===== src/design/rbst_pkg.sv =====
// Shared constants and types for the ray/box slab test pipeline.
package rbst_pkg;

    localparam int COORD_WIDTH = 32;
    localparam int FRAC_BITS   = 16;
    localparam int NUM_AXES    = 3;

    // Divider: magnitude stage, setup stage, one stage per quotient bit, sign stage.
    localparam int DIV_LAT = COORD_WIDTH + 3;

    localparam int IN_FIELDS = 4 * NUM_AXES;
    localparam int IN_BITS   = IN_FIELDS * COORD_WIDTH;
    localparam int IN_W      = ((IN_BITS + 7) / 8) * 8;
    localparam int OUT_BITS  = 1 + 2 * COORD_WIDTH;
    localparam int OUT_W     = ((OUT_BITS + 7) / 8) * 8;

    typedef logic signed [COORD_WIDTH-1:0] coord_t;

    typedef struct packed {
        logic dpos;
        logic dzero;
        logic in_slab;
    } axis_flags_t;

endpackage


===== src/design/rbst_div.sv =====
// Pipelined fixed-point slab divider: (corner - origin) * 2^FRAC_BITS / dir, saturated.
module rbst_div
    import rbst_pkg::*;
(
    input  logic   clk,
    input  logic   en,
    input  coord_t corner,
    input  coord_t origin,
    input  coord_t dir,
    output coord_t quot
);

    localparam int W  = COORD_WIDTH;
    localparam int XW = 2 * W + FRAC_BITS + 1;

    // magnitude stage
    logic signed [W:0] c_ext;
    logic signed [W:0] o_ext;
    logic signed [W:0] diff;
    logic [W:0]        nmag_next;
    logic [W-1:0]      dmag_next;
    logic              neg_next;

    logic [W:0]   nmag_reg;
    logic [W-1:0] dmag_reg;
    logic         neg_reg;

    always_comb
    begin
        c_ext     = {corner[W-1], corner};
        o_ext     = {origin[W-1], origin};
        diff      = c_ext - o_ext;
        nmag_next = diff[W] ? (W+1)'(-diff) : diff;
        dmag_next = dir[W-1] ? W'(-dir) : dir;
        neg_next  = diff[W] != dir[W-1];
    end

    always_ff @(posedge clk)
    begin
        if (en)
        begin
            nmag_reg <= nmag_next;
            dmag_reg <= dmag_next;
            neg_reg  <= neg_next;
        end
    end

    // setup stage: overflow check and first partial remainder
    logic [XW-1:0] num_wide;
    logic [XW-1:0] den_wide;

    logic [W-1:0] rem_reg  [W+1];
    logic [W-1:0] nlow_reg [W+1];
    logic [W-1:0] q_reg    [W+1];
    logic [W-1:0] dmag_p_reg [W+1];
    logic         neg_p_reg  [W+1];
    logic         ovf_p_reg  [W+1];

    always_comb
    begin
        num_wide = XW'(nmag_reg) << FRAC_BITS;
        den_wide = XW'(dmag_reg) << W;
    end

    always_ff @(posedge clk)
    begin
        if (en)
        begin
            rem_reg[0]    <= W'(num_wide >> W);
            nlow_reg[0]   <= num_wide[W-1:0];
            q_reg[0]      <= '0;
            dmag_p_reg[0] <= dmag_reg;
            neg_p_reg[0]  <= neg_reg;
            ovf_p_reg[0]  <= num_wide >= den_wide;
        end
    end

    // one quotient bit per stage
    for (genvar k = 0; k < W; k++)
    begin : g_bit
        logic [W:0] trial;
        logic [W:0] diff_k;
        logic       ge;

        always_comb
        begin
            trial  = {rem_reg[k], nlow_reg[k][W-1]};
            diff_k = trial - {1'b0, dmag_p_reg[k]};
            ge     = trial >= {1'b0, dmag_p_reg[k]};
        end

        always_ff @(posedge clk)
        begin
            if (en)
            begin
                rem_reg[k+1]    <= ge ? diff_k[W-1:0] : trial[W-1:0];
                nlow_reg[k+1]   <= {nlow_reg[k][W-2:0], 1'b0};
                q_reg[k+1]      <= {q_reg[k][W-2:0], ge};
                dmag_p_reg[k+1] <= dmag_p_reg[k];
                neg_p_reg[k+1]  <= neg_p_reg[k];
                ovf_p_reg[k+1]  <= ovf_p_reg[k];
            end
        end
    end

    // saturate and apply sign
    logic [W-1:0] lim;
    logic [W-1:0] qsat;
    coord_t       quot_next;
    coord_t       quot_reg;

    always_comb
    begin
        lim  = neg_p_reg[W] ? {1'b1, {(W-1){1'b0}}} : {1'b0, {(W-1){1'b1}}};
        qsat = (ovf_p_reg[W] || q_reg[W] > lim) ? lim : q_reg[W];
        quot_next = neg_p_reg[W] ? coord_t'(-qsat) : coord_t'(qsat);
    end

    always_ff @(posedge clk)
    begin
        if (en)
        begin
            quot_reg <= quot_next;
        end
    end

    assign quot = quot_reg;

endmodule


===== config.mk =====
export PLATFORM = sky130hd
export DESIGN_NAME = rbst_div
export DESIGN_NICKNAME = d
export VERILOG_FILES = /design/src/design/rbst_pkg.sv /design/src/design/rbst_div.sv
export SDC_FILE = /design/constraint.sdc
export NUM_CORES = 2
export LEC_CHECK = 0
export BUFFER_PORTS_ARGS = -buffer_cell sky130_fd_sc_hd__clkbuf_2
export CAP_MARGIN = 40
export CORE_MARGIN = 5
export CORE_UTILIZATION = 48
export CTS_BUF_LIST = sky130_fd_sc_hd__clkbuf_2
export CTS_CLUSTER_DIAMETER = 120
export DETAILED_ROUTE_END_ITERATION = 12
export PLACE_DENSITY = 0.6
export SKIP_CTS_REPAIR_TIMING = 1
export SYNTH_ARGS = -nofsm -noshare
export SYNTH_HDL_FRONTEND = slang
export SYNTH_MEMORY_MAX_BITS = 65536
export SYNTH_SLANG_ARGS = --single-unit

===== constraint.sdc =====
create_clock -name clk -period 6.6 [get_ports clk]
set_input_delay 0.99 -clock clk [delete_from_list [all_inputs] [get_ports clk]]
set_output_delay 0.99 -clock clk [all_outputs]
set_load 0.005 [all_outputs]

==> run summary <==
Io pins: 130
Peak VDD IR: 0.223 mV
Worst Setup Start Kind: input pin
Setup Crit Path Kind: in2reg
Crit Reg-Reg Endpoint: quot[30]
DRT antenna net count: 0
TritonCTS buffer count: 749
Layout cells sized above 1: 12.5%
GP Congestion: 0.941
R2r setup slk: 1.48 ns
WL met2: 176 mm
Fin nets: 15390
Hold_sp: origin[8]
CTS clk-pin slew, worst paths: 0.10 ns
M1 WL: 174 mm
Pwr Total: 76600 uW
CP Max Fanout: 4
Worst reg-to-reg path cell count: 20
Largest register FFs: 1024
Final Max Slew Viols: 0
Final setup vio count: 0
Cells after Synth: 13171
Pwr Density: 452 mW/mm2
Rows: 207
FFs w/ async S/R, synth: 0%
Achievable frequency: 187 MHz
Hpwl dp: 282 mm
Vias per cell: 5.62
TritonRoute pass-1 iters: 6
First-pass GRT wire length: 585 mm
Number of flops mapped to enable cells by yosys: 2861
DRC viols: 0
CTS tree: done
Final Hold Viols: 0
WHS Endpoint: nmag_reg[14]
CP arrival: 7.19 ns
Synthesized Nets: 14394
Period Utilization, post-route: 81.2%
Clock Latency Late Sink: 2.16 ns
Via Count: 106435
Top Layer Used: met5
Yosys warns: 0
Post-route setup TNS: 0 ns
Worst Tran Pin Value: 1.13 ns
Clock buffer depth: 4
R2r startpoint: neg_p_reg[1][0]
Syn Area/Cell: 11.7 um2
Largest net degree at the start of global routing: 175
Routed met3 length: 23.8 mm
Via count of the first global-routing pass: 103087
Register area share after synthesis: 55.9%
Top FF cell, synth: edfxtp_1
Crit end category: flop
Tot GR Track Use: 22.2%
Die area: 0.332 mm2
Worst Hold Depth: 9
Die Wd: 576 um
Port bufs: 129
Post-Route WL: 383 mm
Max Clock Skew: 0.146 ns
Clock tree sinks: 2861
Critical Path RT: 8.43 ns
Netlist cell types: 84
Initial Utilization: 48.2%
Area growth syn-to-layout: 10.2%
Root Buffer: clkbuf_2
Die extent in y: 576 um
Status: complete, no violations
H-tree levels: 6
Yosys reg bits: 2861
RSZ-0062 raised after global routing: false
Slew Limit Headroom: 24.8%
Max-cap violations: 0
Final min period: 5.36 ns
Initial DRC Count: 8717
Placeable Area: 0.319 mm2
Leak: 0.0698 uW
GR Overflow Total: 0
Post-synth design cell area: 0.154 mm2
Hold Crit Class: in2reg
Antenna violations before repair: 18
Hold slack final: 0.125 ns
Wirelength per Cell: 20.2 um
## placed cells by master (no fill, tap or decap), types with 151 or more instances in the layout
master | netlist | routed
ha_1 | 1093 | 1093
clkinv_1 | 0 | 189
nand3_1 | 201 | 201
a21oi_1 | 890 | 887
a21o_1 | 494 | 494
inv_1 | 1398 | 1398
nor3_1 | 255 | 255
o21ai_0 | 817 | 817
nand2_1 | 845 | 845
mux2_2 | 326 | 326
nor2b_1 | 151 | 151
clkbuf_2 | 0 | 1145
xnor2_1 | 535 | 535
edfxtp_1 | 2861 | 2861
xor2_1 | 272 | 272
dlygate4sd3_1 | 0 | 239
nor2_1 | 736 | 735
o21a_1 | 190 | 186
## where the power goes
group / internal (uW) / total, uW / switching [uW] / leakage, uW
combinational: 15000 / 35000 / 20000 / 0.0367
sequential: 26300 / 29100 / 2800 / 0.0280
clock: 5000 / 12500 / 7500 / 0.00511
## stage by stage
stage	instance area [um2]	instances	util [%]	setup slack, ns
floorplan	154000	13171	-	1.83
CTS	167000	18665	52.4	1.43
global placement	160000	17341	50.2	1.30
global route	169000	18907	53.1	1.06
detailed placement	160000	17357	50.2	1.33
finish	169000	18928	53.2	1.24
## worst max-delay path, cell delays in order
cell and delay [ns]:
dlygate4sd3_1 0.54, clkbuf_2 0.11, dlygate4sd3_1 0.62, or4_4 0.56, or4_4 0.45, or4_1 0.55
or4_1 0.54, or3_1 0.43, or3_1 0.32, dlygate4sd3_1 0.59, o21ai_0 0.22, dlygate4sd3_1 0.61
xnor2_1 0.08, dlygate4sd3_1 0.56
## Yosys cell counts, types with 42 or more instances
| master | n | area (um2) |
|---|---|---|
| a21o_1 | 494 | 3710 |
| o211ai_1 | 71 | 533 |
| a211oi_1 | 99 | 743 |
| nor2_1 | 736 | 2760 |
| clkbuf_1 | 210 | 788 |
| nand3_1 | 201 | 1010 |
| a31oi_1 | 106 | 663 |
| o21bai_1 | 107 | 803 |
| nor3_1 | 255 | 1280 |
| ha_1 | 1093 | 13700 |
| o31ai_1 | 133 | 998 |
| xor2_1 | 272 | 2380 |
| nor2b_1 | 151 | 945 |
| or3_1 | 86 | 538 |
| xnor2_1 | 535 | 4690 |
| o21a_1 | 190 | 1430 |
| and3_1 | 84 | 526 |
| inv_1 | 1398 | 5250 |
| a21boi_0 | 80 | 601 |
| a21oi_1 | 890 | 4450 |
| a211o_1 | 42 | 368 |
| edfxtp_1 | 2861 | 85900 |
| and2_1 | 68 | 425 |
| nand2_1 | 845 | 3170 |
| nor4_1 | 69 | 432 |
| mux2_2 | 326 | 3670 |
| o21ai_0 | 817 | 4090 |
| nand2b_1 | 148 | 926 |
| nand4_1 | 126 | 788 |
| or2_2 | 69 | 432 |
## routing by layer
layer	GRT usage, %	up-vias
met5	0	-
met4	5.87	6
met3	3.47	660
met2	35.5	3334
met1	31.6	51302
li1	-	51133
## worst max-delay path by stage
stage                    start            to
2_1_floorplan        corner[0]  nmag_reg[32]
3_3_place_gp         corner[0]  nmag_reg[32]
3_5_place_dp         corner[0]  nmag_reg[32]
4_1_cts        neg_p_reg[1][0]      quot[30]
5_1_grt        neg_p_reg[1][0]      quot[30]
6_report                dir[7]  dmag_reg[30]
## kinds of logic (layout without fill, tap and decap cells)
family | Yosys count | after routing | share of synthesized area, %
buf+inv | 1629 | 3182 | 3.98
xor+xnor | 807 | 807 | 4.60
mux | 364 | 364 | 2.64
flops | 2861 | 2861 | 55.9
simple gates | 2992 | 2992 | 9.44
other cells | 0 | 24 | 0
compound gates | 3393 | 3393 | 14.1
fa+ha+maj | 1125 | 1125 | 9.31
## cell type report
type / instances / area, um2
diodes: 24 / 60.1
clock buffers: 1017 / 5090
clock inverters: 291 / 1790
fillers: 27897 / 149000
inverters: 1399 / 5250
multi-input cells: 8681 / 61800
flip-flops and latches: 2861 / 85900
well taps: 4180 / 5230
repair buffers: 475 / 4160
Power figures use the tool's default switching activity.
